===== config.mk =====
export PLATFORM = sky130hd
export DESIGN_NAME = block_nesting_completion_tracker_top
export DESIGN_NICKNAME = d
export VERILOG_FILES = /design/src/rtl/bnct_pkg.sv /design/src/rtl/bnct_front.sv /design/src/rtl/bnct_queue.sv /design/src/rtl/bnct_back.sv /design/src/rtl/block_nesting_completion_tracker_top.sv
export VERILOG_INCLUDE_DIRS = /design/src /design/src/rtl
export SDC_FILE = /design/constraint.sdc
export NUM_CORES = 1
export LEC_CHECK = 0
export BUFFER_PORTS_ARGS = -buffer_cell sky130_fd_sc_hd__buf_4
export CAP_MARGIN = 30
export CORE_AREA = 2 2 202 204
export CTS_CLUSTER_DIAMETER = 200
export DETAILED_ROUTE_END_ITERATION = 7
export DIE_AREA = 0 0 204 206
export PLACE_DENSITY = 0.62
export SLEW_MARGIN = 20
export SYNTH_ARGS = -nofsm -noshare
export SYNTH_HDL_FRONTEND = slang
export SYNTH_SLANG_ARGS = --single-unit

===== constraint.sdc =====
create_clock -name clk -period 10.85 [get_ports clk]
set_input_delay 1.6275 -clock clk [delete_from_list [all_inputs] [get_ports clk]]
set_output_delay 1.6275 -clock clk [all_outputs]
set_load 0.01 [all_outputs]

===== src/rtl/block_nesting_completion_tracker_top_assert.svh =====
// assertion macros for the nesting tracker top level
`ifndef BLOCK_NESTING_COMPLETION_TRACKER_TOP_ASSERT_SVH
`define BLOCK_NESTING_COMPLETION_TRACKER_TOP_ASSERT_SVH

// same-cycle implication, quiet during reset
`define BNCT_CHECK(lbl, ante, cons) \
  lbl: assert property (@(posedge clk) disable iff (!rst_n) (ante) |-> (cons)) \
    else $error("bnct check failed");

// next-cycle implication, quiet during reset
`define BNCT_CHECK_NEXT(lbl, ante, cons) \
  lbl: assert property (@(posedge clk) disable iff (!rst_n) (ante) |=> (cons)) \
    else $error("bnct next-cycle check failed");

`endif


===== src/rtl/bnct_pkg.sv =====
`default_nettype none
package bnct_pkg;

  localparam int STACK_DEPTH = 64;
  localparam int COUNT_W     = $clog2(STACK_DEPTH + 1);
  localparam int BANK_DEPTH  = (STACK_DEPTH + 1) / 2;
  localparam int BANK_AW     = (BANK_DEPTH > 1) ? $clog2(BANK_DEPTH) : 1;
  localparam int KIND_W      = 4;
  localparam int DEPTH_OUT_W = 7;
  localparam int QUEUE_DEPTH = 4;
  localparam int QUEUE_AW    = $clog2(QUEUE_DEPTH);

  localparam logic [KIND_W-1:0] TK_OTHER    = 4'd0;
  localparam logic [KIND_W-1:0] TK_WHILE    = 4'd1;
  localparam logic [KIND_W-1:0] TK_DO       = 4'd2;
  localparam logic [KIND_W-1:0] TK_CLASS    = 4'd3;
  localparam logic [KIND_W-1:0] TK_IF       = 4'd4;
  localparam logic [KIND_W-1:0] TK_FUNCTION = 4'd5;
  localparam logic [KIND_W-1:0] TK_END      = 4'd6;
  localparam logic [KIND_W-1:0] TK_LBRACE   = 4'd7;
  localparam logic [KIND_W-1:0] TK_RBRACE   = 4'd8;
  localparam logic [KIND_W-1:0] TK_LBRACKET = 4'd9;
  localparam logic [KIND_W-1:0] TK_RBRACKET = 4'd10;
  localparam logic [KIND_W-1:0] TK_LPAREN   = 4'd11;
  localparam logic [KIND_W-1:0] TK_RPAREN   = 4'd12;

  // classified item handed from front to back
  typedef struct packed {
    logic              clear;
    logic [KIND_W-1:0] kind;
    logic [1:0]        push_n;
    logic [KIND_W-1:0] code0;
    logic [KIND_W-1:0] code1;
  } op_t;

endpackage
`default_nettype wire


===== src/rtl/bnct_front.sv =====
`default_nettype none
module bnct_front (
  input  wire                         clk,
  input  wire                         rst_n,
  input  wire                         in_valid,
  output logic                        in_stall,
  input  wire                         in_action,
  input  wire  [bnct_pkg::KIND_W-1:0] in_token_kind,
  input  wire                         q_full,
  output logic                        q_push,
  output bnct_pkg::op_t               q_op
);
  import bnct_pkg::*;

  logic op_vld_r, op_vld_nxt;
  op_t  op_r, op_nxt;
  logic take;

  always_comb begin
    op_nxt        = '0;
    op_nxt.clear  = in_action;
    op_nxt.kind   = in_token_kind;
    op_nxt.push_n = 2'd0;
    op_nxt.code0  = TK_OTHER;
    op_nxt.code1  = TK_OTHER;
    unique case (in_token_kind)
      TK_WHILE: begin
        op_nxt.push_n = 2'd2;
        op_nxt.code0  = TK_END;
        op_nxt.code1  = TK_DO;
      end
      TK_CLASS, TK_IF, TK_FUNCTION: begin
        op_nxt.push_n = 2'd1;
        op_nxt.code0  = TK_END;
      end
      TK_DO: begin
        op_nxt.push_n = 2'd1;
        op_nxt.code0  = TK_WHILE;
      end
      TK_LBRACE: begin
        op_nxt.push_n = 2'd1;
        op_nxt.code0  = TK_RBRACE;
      end
      TK_LBRACKET: begin
        op_nxt.push_n = 2'd1;
        op_nxt.code0  = TK_RBRACKET;
      end
      TK_LPAREN: begin
        op_nxt.push_n = 2'd1;
        op_nxt.code0  = TK_RPAREN;
      end
      default: begin
        op_nxt.push_n = 2'd0;
      end
    endcase
  end

  assign in_stall = op_vld_r && q_full;
  assign take     = in_valid && !in_stall;
  assign q_push   = op_vld_r && !q_full;
  assign q_op     = op_r;

  always_comb begin
    if (take) begin
      op_vld_nxt = 1'b1;
    end else if (!q_full) begin
      op_vld_nxt = 1'b0;
    end else begin
      op_vld_nxt = op_vld_r;
    end
  end

  always_ff @(posedge clk) begin
    if (!rst_n) begin
      op_vld_r <= 1'b0;
    end else begin
      op_vld_r <= op_vld_nxt;
    end
  end

  always_ff @(posedge clk) begin
    if (take) begin
      op_r <= op_nxt;
    end
  end

endmodule
`default_nettype wire


===== src/rtl/bnct_queue.sv =====
`default_nettype none
module bnct_queue (
  input  wire                clk,
  input  wire                rst_n,
  input  wire                push,
  input  wire bnct_pkg::op_t push_op,
  output logic               full,
  input  wire                pop,
  output logic               head_vld,
  output bnct_pkg::op_t      head_op
);
  import bnct_pkg::*;

  op_t                  slot_r [QUEUE_DEPTH];
  logic [QUEUE_AW-1:0]  wr_ptr_r, rd_ptr_r;
  logic [QUEUE_AW:0]    cnt_r, cnt_nxt;

  assign full     = (cnt_r == (QUEUE_AW+1)'(QUEUE_DEPTH));
  assign head_vld = (cnt_r != '0);
  assign head_op  = slot_r[rd_ptr_r];

  always_comb begin
    cnt_nxt = cnt_r;
    if (push && !pop) begin
      cnt_nxt = cnt_r + 1'b1;
    end else if (pop && !push) begin
      cnt_nxt = cnt_r - 1'b1;
    end
  end

  always_ff @(posedge clk) begin
    if (!rst_n) begin
      wr_ptr_r <= '0;
      rd_ptr_r <= '0;
      cnt_r    <= '0;
    end else begin
      if (push) begin
        wr_ptr_r <= wr_ptr_r + 1'b1;
      end
      if (pop) begin
        rd_ptr_r <= rd_ptr_r + 1'b1;
      end
      cnt_r <= cnt_nxt;
    end
  end

  always_ff @(posedge clk) begin
    if (push) begin
      slot_r[wr_ptr_r] <= push_op;
    end
  end

endmodule
`default_nettype wire


===== src/rtl/bnct_back.sv =====
`default_nettype none
module bnct_back (
  input  wire                              clk,
  input  wire                              rst_n,
  input  wire                              q_vld,
  input  wire bnct_pkg::op_t               q_op,
  output logic                             q_pop,
  output logic                             out_valid,
  input  wire                              out_stall,
  output logic                             out_balanced,
  output logic [bnct_pkg::DEPTH_OUT_W-1:0] out_nesting_depth,
  output logic                             out_overflowed,
  output logic                             out_error_seen
);
  import bnct_pkg::*;

  // entries split by parity so a while can push two closers in the same cycle
  logic [KIND_W-1:0]  mem0 [BANK_DEPTH];
  logic [KIND_W-1:0]  mem1 [BANK_DEPTH];

  logic [COUNT_W-1:0] count_r, count_nxt;
  logic               ovf_r, ovf_nxt;
  logic               out_vld_r;
  logic               bal_r, err_r, ovf_out_r;
  logic [DEPTH_OUT_W-1:0] depth_r;

  logic [KIND_W-1:0]  rd0_r, rd1_r, fwd0_r, fwd1_r;
  logic               byp0_r, byp1_r, top_sel_r;
  logic [KIND_W-1:0]  top;

  logic               take, match;
  logic               room1, room2;
  logic               wr0, wr1;
  logic [COUNT_W-1:0] e0, e1, rd_idx;
  logic [BANK_AW-1:0] ra;
  logic               we0, we1;
  logic [BANK_AW-1:0] wa0, wa1;
  logic [KIND_W-1:0]  wd0, wd1;

  assign take  = q_vld && (!out_vld_r || !out_stall);
  assign q_pop = take;

  assign top   = top_sel_r ? (byp1_r ? fwd1_r : rd1_r) : (byp0_r ? fwd0_r : rd0_r);
  assign match = !q_op.clear && (count_r != '0) && (top == q_op.kind);

  assign room1 = (count_r < COUNT_W'(STACK_DEPTH));
  assign room2 = (count_r < COUNT_W'(STACK_DEPTH - 1));
  assign e0    = count_r;
  assign e1    = count_r + 1'b1;

  always_comb begin
    count_nxt = count_r;
    ovf_nxt   = ovf_r;
    wr0       = 1'b0;
    wr1       = 1'b0;
    if (take) begin
      if (q_op.clear) begin
        count_nxt = '0;
        ovf_nxt   = 1'b0;
      end else if (match) begin
        count_nxt = count_r - 1'b1;
      end else if (q_op.push_n == 2'd2) begin
        if (room2) begin
          wr0       = 1'b1;
          wr1       = 1'b1;
          count_nxt = count_r + 2'd2;
        end else if (room1) begin
          // end fits, do is dropped
          wr0       = 1'b1;
          count_nxt = count_r + 1'b1;
          ovf_nxt   = 1'b1;
        end else begin
          ovf_nxt   = 1'b1;
        end
      end else if (q_op.push_n == 2'd1) begin
        if (room1) begin
          wr0       = 1'b1;
          count_nxt = count_r + 1'b1;
        end else begin
          ovf_nxt   = 1'b1;
        end
      end
    end
  end

  // route the two pushed entries to their banks
  always_comb begin
    if (!e0[0]) begin
      we0 = wr0;  wa0 = BANK_AW'(e0 >> 1);  wd0 = q_op.code0;
      we1 = wr1;  wa1 = BANK_AW'(e1 >> 1);  wd1 = q_op.code1;
    end else begin
      we1 = wr0;  wa1 = BANK_AW'(e0 >> 1);  wd1 = q_op.code0;
      we0 = wr1;  wa0 = BANK_AW'(e1 >> 1);  wd0 = q_op.code1;
    end
  end

  // fetch the next top of stack
  assign rd_idx = count_nxt - 1'b1;
  assign ra     = (count_nxt == '0) ? '0 : BANK_AW'(rd_idx >> 1);

  always_ff @(posedge clk) begin
    if (we0) begin
      mem0[wa0] <= wd0;
    end
    rd0_r  <= mem0[ra];
    byp0_r <= we0 && (wa0 == ra);
    fwd0_r <= wd0;
  end

  always_ff @(posedge clk) begin
    if (we1) begin
      mem1[wa1] <= wd1;
    end
    rd1_r  <= mem1[ra];
    byp1_r <= we1 && (wa1 == ra);
    fwd1_r <= wd1;
  end

  always_ff @(posedge clk) begin
    top_sel_r <= rd_idx[0];
  end

  always_ff @(posedge clk) begin
    if (!rst_n) begin
      count_r   <= '0;
      ovf_r     <= 1'b0;
      out_vld_r <= 1'b0;
    end else begin
      count_r <= count_nxt;
      ovf_r   <= ovf_nxt;
      if (take) begin
        out_vld_r <= 1'b1;
      end else if (!out_stall) begin
        out_vld_r <= 1'b0;
      end
    end
  end

  always_ff @(posedge clk) begin
    if (take) begin
      bal_r     <= (count_nxt == '0);
      depth_r   <= DEPTH_OUT_W'(count_nxt);
      ovf_out_r <= ovf_nxt;
      err_r     <= q_op.clear;
    end
  end

  assign out_valid         = out_vld_r;
  assign out_balanced      = bal_r;
  assign out_nesting_depth = depth_r;
  assign out_overflowed    = ovf_out_r;
  assign out_error_seen    = err_r;

endmodule
`default_nettype wire


===== src/rtl/block_nesting_completion_tracker_top.sv =====
// Nesting tracker: keeps a stack of expected closing tokens and returns one
// status result (balanced, depth, sticky overflow, error echo) per token.
// Throughput is one token per clock while no stall holds the flow; an input
// transfer loads the front register, then passes through the queue and the
// back output register to the result. The rate is
// set by the back stage's top-of-stack loop:
// the stack sits in two parity banks with a registered read of the next
// top, forwarded on same-cycle writes. The four-entry queue between front
// and back absorbs output stalls. Stack entries need no clearing after reset.
`default_nettype none
`include "block_nesting_completion_tracker_top_assert.svh"
module block_nesting_completion_tracker_top (
  input  wire                              clk,
  input  wire                              rst_n,
  input  wire                              in_valid,
  output logic                             in_stall,
  input  wire                              in_action,
  input  wire  [bnct_pkg::KIND_W-1:0]      in_token_kind,
  output logic                             out_valid,
  input  wire                              out_stall,
  output logic                             out_balanced,
  output logic [bnct_pkg::DEPTH_OUT_W-1:0] out_nesting_depth,
  output logic                             out_overflowed,
  output logic                             out_error_seen
);
  import bnct_pkg::*;

  logic q_full, q_push, q_pop, q_vld;
  op_t  fe_op, q_head;

  bnct_front u_front (
    .clk           (clk),
    .rst_n         (rst_n),
    .in_valid      (in_valid),
    .in_stall      (in_stall),
    .in_action     (in_action),
    .in_token_kind (in_token_kind),
    .q_full        (q_full),
    .q_push        (q_push),
    .q_op          (fe_op)
  );

  bnct_queue u_queue (
    .clk      (clk),
    .rst_n    (rst_n),
    .push     (q_push),
    .push_op  (fe_op),
    .full     (q_full),
    .pop      (q_pop),
    .head_vld (q_vld),
    .head_op  (q_head)
  );

  bnct_back u_back (
    .clk               (clk),
    .rst_n             (rst_n),
    .q_vld             (q_vld),
    .q_op              (q_head),
    .q_pop             (q_pop),
    .out_valid         (out_valid),
    .out_stall         (out_stall),
    .out_balanced      (out_balanced),
    .out_nesting_depth (out_nesting_depth),
    .out_overflowed    (out_overflowed),
    .out_error_seen    (out_error_seen)
  );

  `BNCT_CHECK(a_err_clears, out_valid && out_error_seen, out_balanced && !out_overflowed)
  `BNCT_CHECK(a_bal_depth, out_valid && out_balanced, out_nesting_depth == '0)
  `BNCT_CHECK_NEXT(a_clear_result, q_pop && q_head.clear, out_valid && out_error_seen)

endmodule
`default_nettype wire

# [Word-level counts from Yosys, hierarchy flattened]
# Memory sizes are Yosys's and may differ from the RTL's. A register that Yosys moved wholly into a read port is not among the register bits.
# Cells that the tools add are included.
[op_classes] n_addsub=8 order_cmp=2 eq_ne=16 muxes=53 reduce_logical=24
[ops] operator="7-bit 2-to-1 mux" n=7
[ops] operator="1-bit 2-to-1 mux" n=31
[ops] operator="4-bit 2-to-1 mux" n=5
[ops] operator="4-bit case mux with 5 select lines" n=1
[ops] operator="5-bit 2-to-1 mux" n=3
[ops] operator="4-bit by 3-bit == test with 1-bit output (second input constant)" n=3
[ops] operator="5-bit == test" n=2
[ops] operator="1-bit logical AND" n=10
[ops] operator="4-bit by 2-bit == test with 1-bit output (second input constant)" n=2
[ops] operator="4-bit == test (second input constant)" n=2
[ops] operator="7-bit by 1-bit adder with 7-bit output (second input constant)" n=1
[ops] operator="7-bit by 2-bit adder with 7-bit output (second input constant)" n=1
[ops] operator="1-bit zero test" n=7
[ops] operator="7-bit zero test" n=1
[ops] operator="7-bit by 6-bit less-than comparator with 1-bit output (second input constant)" n=1
[ops] operator="7-bit less-than comparator (second input constant)" n=1
[ops] operator="7-bit nonzero test" n=1
[ops] operator="7-bit OR reduction" n=1
[ops] operator="7-bit by 1-bit subtractor with 7-bit output (second input constant)" n=1
[ops] operator="2-bit 2-to-1 mux" n=3
[ops] operator="3-bit 2-to-1 mux" n=2
[ops] operator="6-bit by 1-bit subtractor with 6-bit output (second input constant)" n=1
[ops] operator="2-bit by 1-bit adder with 2-bit output (second input constant)" n=2
[ops] operator="4-bit by 1-bit == test with 1-bit output (second input constant)" n=1
[ops] operator="13 further kinds" n=13
[word_totals] ff_bits=53 ram_bits=316 out_inout_bits=12 memories=3
[mem_list] name="u_back.mem0" words=32 word_bits=4 read_ports=1 rd_clocked_by_memory_dff=1 write_ports=1 line="bnct_back.sv:18" source="logic [KIND_W-1:0] mem0 [BANK_DEPTH];"
[mem_list] name="u_back.mem1" words=32 word_bits=4 read_ports=1 rd_clocked_by_memory_dff=1 write_ports=1 line="bnct_back.sv:19" source="logic [KIND_W-1:0] mem1 [BANK_DEPTH];"
[mem_list] name="u_queue.slot_r" words=4 word_bits=15 read_ports=1 rd_clocked_by_memory_dff=1 write_ports=1 line="bnct_queue.sv:14" source="op_t slot_r [QUEUE_DEPTH];"

# [Longest topological paths before layout]
[logic_depth] word_depth=11 mapped_depth=19

# [Modules after synthesis]
# A second synthesis with hierarchy kept.
[hier_totals] hier_cells=1154 area_unflattened_um2=16389.5
[by_module_without_submodules] module="bnct_back" n_inst=1 cells_per_inst=993 area_per_inst_um2=13196.4
[by_module_without_submodules] module="bnct_queue" n_inst=1 cells_per_inst=121 area_per_inst_um2=2641.3
[by_module_without_submodules] module="bnct_front" n_inst=1 cells_per_inst=40 area_per_inst_um2=551.8

# [Worst setup path before layout]
# No wires, ideal clock.
[synth_timing] path_kind="input to register" startpoint="in out_stall" endpoint="reg u_back.rd1_r[1] (read register of u_back.mem1)" t_arrival_ns=4.630 required_time_ns=10.715 path_slack_ns=6.085 stages=13 path_buffers=0 path_cell_list="a21o_1 -> inv_1 -> nand2b_1 -> nor2_1 -> a221o_1 -> inv_1 -> ha_1 -> nor3b_2 -> nand3_1 -> nand2_1 -> mux4_2 -> a2111oi_0 -> nor4_1"
[synth_between] elab_chain_len=6 word_cells_on_any_way=7 cone_classes="add/sub: 1; mux: 2; reduce/logical: 4"
[synth_lines] element="start, declared" line="block_nesting_completion_tracker_top.sv:20" source="input wire out_stall,"
[synth_lines] element="1-bit zero test *" line="bnct_back.sv:40" source="assign take = q_vld && (!out_vld_r || !out_stall);"
[synth_lines] element="1-bit logical OR *" line="bnct_back.sv:40"
[synth_lines] element="1-bit logical AND *" line="bnct_back.sv:40"
[synth_lines] element="named net q_pop" line="block_nesting_completion_tracker_top.sv:28" source="logic q_full, q_push, q_pop, q_vld;"
[synth_lines] element="7-bit 2-to-1 mux *" line="bnct_back.sv:56" source="if (take) begin"
[synth_lines] element="named net u_back.count_nxt[0]" line="bnct_back.sv:21" source="logic [COUNT_W-1:0] count_r, count_nxt;"
[synth_lines] element="6-bit by 1-bit subtractor with 6-bit output / 7-bit zero test (equally long branches)" line="bnct_back.sv:98, bnct_back.sv:99"
[synth_lines] element="5-bit 2-to-1 mux *" line="bnct_back.sv:99" source="assign ra = (count_nxt == '0) ? '0 : BANK_AW'(rd_idx >> 1);"
[synth_lines] element="end, declared" line="bnct_back.sv:27" source="logic [KIND_W-1:0] rd0_r, rd1_r, fwd0_r, fwd1_r;"
# The timed path passes the listed nets; every way through them passes the cells marked *.
# A chain may end at the register's enable or synchronous reset.

# [Final worst setup path]
[layout_timing] startpoint="in out_stall" endpoint="reg u_back.rd1_r[3] (read register of u_back.mem1)"
[layout_between] elab_chain_len=6 word_cells_on_any_way=7 cone_classes="add/sub: 1; mux: 2; reduce/logical: 4"
[layout_lines] element="1-bit zero test *" line="bnct_back.sv:40"
[layout_lines] element="1-bit logical OR *" line="bnct_back.sv:40"
[layout_lines] element="1-bit logical AND *" line="bnct_back.sv:40"
[layout_lines] element="named net q_pop" line="block_nesting_completion_tracker_top.sv:28"
[layout_lines] element="7-bit 2-to-1 mux *" line="bnct_back.sv:56"
[layout_lines] element="6-bit by 1-bit subtractor with 6-bit output / 7-bit zero test (equally long branches)" line="bnct_back.sv:98, bnct_back.sv:99"
[layout_lines] element="5-bit 2-to-1 mux *" line="bnct_back.sv:99"
# Marks and branches as above.

==> parameters.txt <==
Parameter                              Value

Critical path
  Crit-path slowest cell ... sky130_fd_sc_hd__a211oi_2
  WP data required ... 11.27 ns
  Cells along the critical path ... buf_4, a21o_1, inv_1, nand2b_1, nor3_1, a32o_1, a211oi_2, inv_2, nor3b_4, o211a_4, or2_2, buf_4, nand2_2, o221ai_1, a21oi_1, o32ai_1
  Element type at the critical path end ... register
  Reg-to-reg endpoint ... u_back.rd0_r[2]$_DFF_P_
  Data arrival at the endpoint of the critical path ... 6.82 ns
  Nature of the critical path startpoint ... input pin
  Start-to-end type of the worst setup path ... in2reg
  Slack of the worst reg-to-reg path ... about 4.6 ns
  Worst R2R Start ... u_back.count_r[2]$_SDFF_PN0_
  Critical path peak fanout ... 34
  Launch point of the critical path ... out_stall
  Capturing element of the worst setup path ... u_back.rd1_r[3]$_DFF_P_
  Maximum cell stage delay along the critical path ... approximately 0.76 ns
  R2R depth ... 17
  Cell with the most instances on the worst path ... sky130_fd_sc_hd__buf_4

Cells and area
  Non-filler cells, final ... 1734
  Layout area overhead ... 12.0%
  Net count, final ... between 1000 and 1500
  Post-route cell area ... 0.0176 mm²
  Share of layout cells above drive strength 1 ... 0.116
  Diode insertion count for antenna repair ... 0
  Fill cells ... 3617

Logic synthesis
  Most common library cells after synthesis ... sky130_fd_sc_hd__edfxtp_1 (326), sky130_fd_sc_hd__nand2_1 (96), sky130_fd_sc_hd__nor2_1 (92), sky130_fd_sc_hd__mux2i_1 (69)
  Top cell type's share of synthesized area ... 0.621
  Synthesized area divided by synthesized cell count ... 13.6 µm²
  Synth Register Bits ... 364
  Count of flip-flops with a built-in enable after synthesis ... 326
  Proportion of synthesized flip-flops having asynchronous set or reset ... 0
  Post-synthesis net count ... 1178
  Flip-flop cell with the highest count after synthesis ... sky130_fd_sc_hd__edfxtp_1
  Register area share after synthesis ... 0.670
  Library cell with the highest instance count after synthesis ... sky130_fd_sc_hd__edfxtp_1
  Most area-consuming cells after synthesis ... sky130_fd_sc_hd__edfxtp_1 (62%), sky130_fd_sc_hd__dfxtp_1 (4.8%), sky130_fd_sc_hd__mux2i_1 (4.4%), sky130_fd_sc_hd__mux4_2 (2.3%), sky130_fd_sc_hd__nand2_1 (2.3%)
  Cell taking the most area after synthesis ... sky130_fd_sc_hd__edfxtp_1
  Cell count after synthesis ... 1154
  Count of cell types in the netlist ... 70
  Cell area after technology mapping ... 0.0158 mm²
  Synthesis Warnings ... 0

Place
  Detailed placement HPWL ... between 20000 and 30000 µm
  Final weighted congestion in routability-driven placement ... 0.884
  Total cell area at the placement stage ... 0.0165 mm²
  Number of port buffers ... 20
  Number of cells after detailed placement ... 1666

Pwr
  Ratio of total power to cell area ... 298 mW/mm²
  Leakage power summed over all cells ... 0.00568 µW
  Worst ir drop on vdd ... approximately 0.14 mV

GRT
  Via count of the first global-routing pass ... 9662
  Overflow left after global routing ... 0
  Total global routing track utilization ... 0.191
  Number of antenna violations at the first check in global routing ... 0
  Maximum number of pins on one net before global-route repair ... between 50 and 60
  First-pass GRT wire length ... 60500 µm

Clocking
  Number of hold buffers added after cts ... 0
  Clock-pin slew of the registers on the worst-case setup and hold paths ... 0.06 ns
  Number of levels the H-tree was split into ... 2
  Num CTS Buffers ... 37
  Post-CTS Setup Repair Bufs ... 0
  Clock tree from TritonCTS ... yes
  Root Buffer ... sky130_fd_sc_hd__clkbuf_16
  Longest Clk Path Bufs ... 3
  Worst-skew pair later-pin latency ... 0.53 ns
  Count of cells resized by post-cts repair ... 0
  Clock sink count ... about 360

Status
  Status ... completed

Floorplanning
  Starting utilization of the core area ... 0.392
  Number of rows in the core area ... 74
  Vertical die dimension ... 206 µm
  Number of top-level pins ... 21
  Die span in x ... 204 µm
  Core area ... 0.0402 mm²
  Total Die Area ... 0.0420 mm²

Timing
  Hold_ws ... 0.494 ns
  Number of failing setup endpoints in the final timing report ... 0
  RSZ-0062 raised after global routing ... no
  Remaining max-slew budget at the tightest pin ... 0.351
  Part of the cycle the worst path needs ... 0.589
  Final Hold Viols ... 0
  Worst slew pin tran ... 0.971 ns
  Number of pins with negative max-slew slack in the final report ... 0
  Total Neg Setup Slack ... 0 ns
  Max Clock Skew ... ~0.015 ns
  Min cycle time layout ... 6.39 ns
  Fmax ... between 0.15 and 0.2 GHz

Routing
  Aggregate routed wire length ... 39900 µm
  DRC errors left ... 0
  Drt via density ... 5.77
  Post-route ant nets ... 0
  Via count ... 10000
  Detail-routed net length per standard cell ... 23.0 µm
  Number of DRC markers after the initial detailed-route iteration ... 1047
  Initial DRT Pass Iterations ... 6

Flow run
  Max-cap violation count ... 0

Worst hold path
  Class of the tightest hold or removal check ... reg2reg
-- metrics by stage --
stage                      util  worst slack (ns)  power [µW]
after floorplan               -              6.08        3300
after global placement    0.409              4.29        4000
after detailed placement  0.410              4.00        4040
after CTS                 0.439              4.48        5250
after global routing      0.439              4.11        5490
final                     0.439              4.46        5260
-- placed cells by master (no fill, tap or decap), drive strengths merged, types with 6 or more instances in the layout --
master	instances
nor3	22
o21ai	47
and2	27
a211oi	13
o221ai	28
edfxtp	326
buf	44
dfxtp	38
xor2	10
a21oi	42
or3	22
mux2i	70
nand2b	6
a32oi	6
mux4	16
clkinv	13
o32ai	6
nor2b	14
a221oi	6
xnor2	24
nand3	32
clkbuf	54
o211ai	7
a31oi	13
nand2	97
nor2	93
mux2	14
o22ai	19
nand4	7
nor4	9
ha	14
inv	18
-- sequential cells by signal, indices dropped and copies added (netlist names), named ones only --
signal,cells
u_back.mem0,128
u_back.mem1,128
u_queue.slot_r,48
u_front.q_op,12
u_back.count_r,7
u_back.out_nesting_depth,7
u_back.fwd0_r,4
u_back.fwd1_r,4
u_back.rd0_r,4
u_back.rd1_r,4
u_queue.cnt_r,3
u_queue.rd_ptr_r,2
u_queue.wr_ptr_r,2
u_back.byp0_r,1
u_back.byp1_r,1
u_back.out_balanced,1
u_back.out_error_seen,1
u_back.out_overflowed,1
u_back.out_valid,1
u_back.ovf_r,1
u_back.top_sel_r,1
u_front.op_vld_r,1
-- metal layers --
layer,vias to the layer above,GRT usage,part of all wire
li1,4473,-,-
met1,4912,0.266,0.43
met2,504,0.299,0.45
met3,118,0.0300,0.075
met4,0,0.0784,0.041
met5,-,0,0
-- critical path: cells and delay by family --
| kind | cells | cell delay [ns] |
|---|---|---|
| AO/OA/AOI/OAI | 7 | 2.46 |
| buffers and inverters | 4 | 1.23 |
| AND/OR/NAND/NOR | 5 | 1.46 |
-- report_power, final --
group	internal (µW)	switching [µW]	leakage (µW)
combinational	753	1490	0.00179
clock	704	507	0.000569
sequential	1740	69.7	0.00332
total	3200	2060	0.00568
-- layout make-up --
cell class                 instances  area [µm²]  share of cell area
sequential                       364       10600               0.598
timing repair buffer              44         353              0.0200
clock inverter                    13        88.8             0.00504
multi-input combinational        708        4850               0.275
inverter                          19        71.3             0.00404
clock buffer                      54        1060              0.0602
tap                              532         666              0.0377
-- kinds of logic after synthesis --
group | Yosys count | share of synthesized area
DFF | 364 | 0.670
and+or+nand+nor | 342 | 0.104
AOI/OAI and AO/OA | 217 | 0.0929
muxes | 100 | 0.0776
buffers and inverters | 82 | 0.0244
xor gates and xnor gates | 34 | 0.0189
adders and majority gates | 15 | 0.0124
-- how the worst min path moves through the flow --
stage | startpoint | to | slack (ns) | cells past startpoint
CTS | u_back.out_valid$_SDFFE_PN0P_ | u_back.out_valid$_SDFFE_PN0P_ | 0.50 | 2
global placement | u_back.out_valid$_SDFFE_PN0P_ | u_back.out_valid$_SDFFE_PN0P_ | 0.47 | 2
floorplan | u_front.q_op[12]$_DFFE_PP_ | u_queue.slot_r[0][10]$_DFFE_PP_ | 0.46 | 0
global route | u_front.q_op[7]$_DFFE_PP_ | u_queue.slot_r[2][5]$_DFFE_PP_ | 0.52 | 0
detailed placement | u_front.q_op[5]$_DFFE_PP_ | u_queue.slot_r[0][3]$_DFFE_PP_ | 0.49 | 0
finish | u_back.out_valid$_SDFFE_PN0P_ | u_back.out_valid$_SDFFE_PN0P_ | 0.49 | 2
Power figures use the tool's default switching activity.
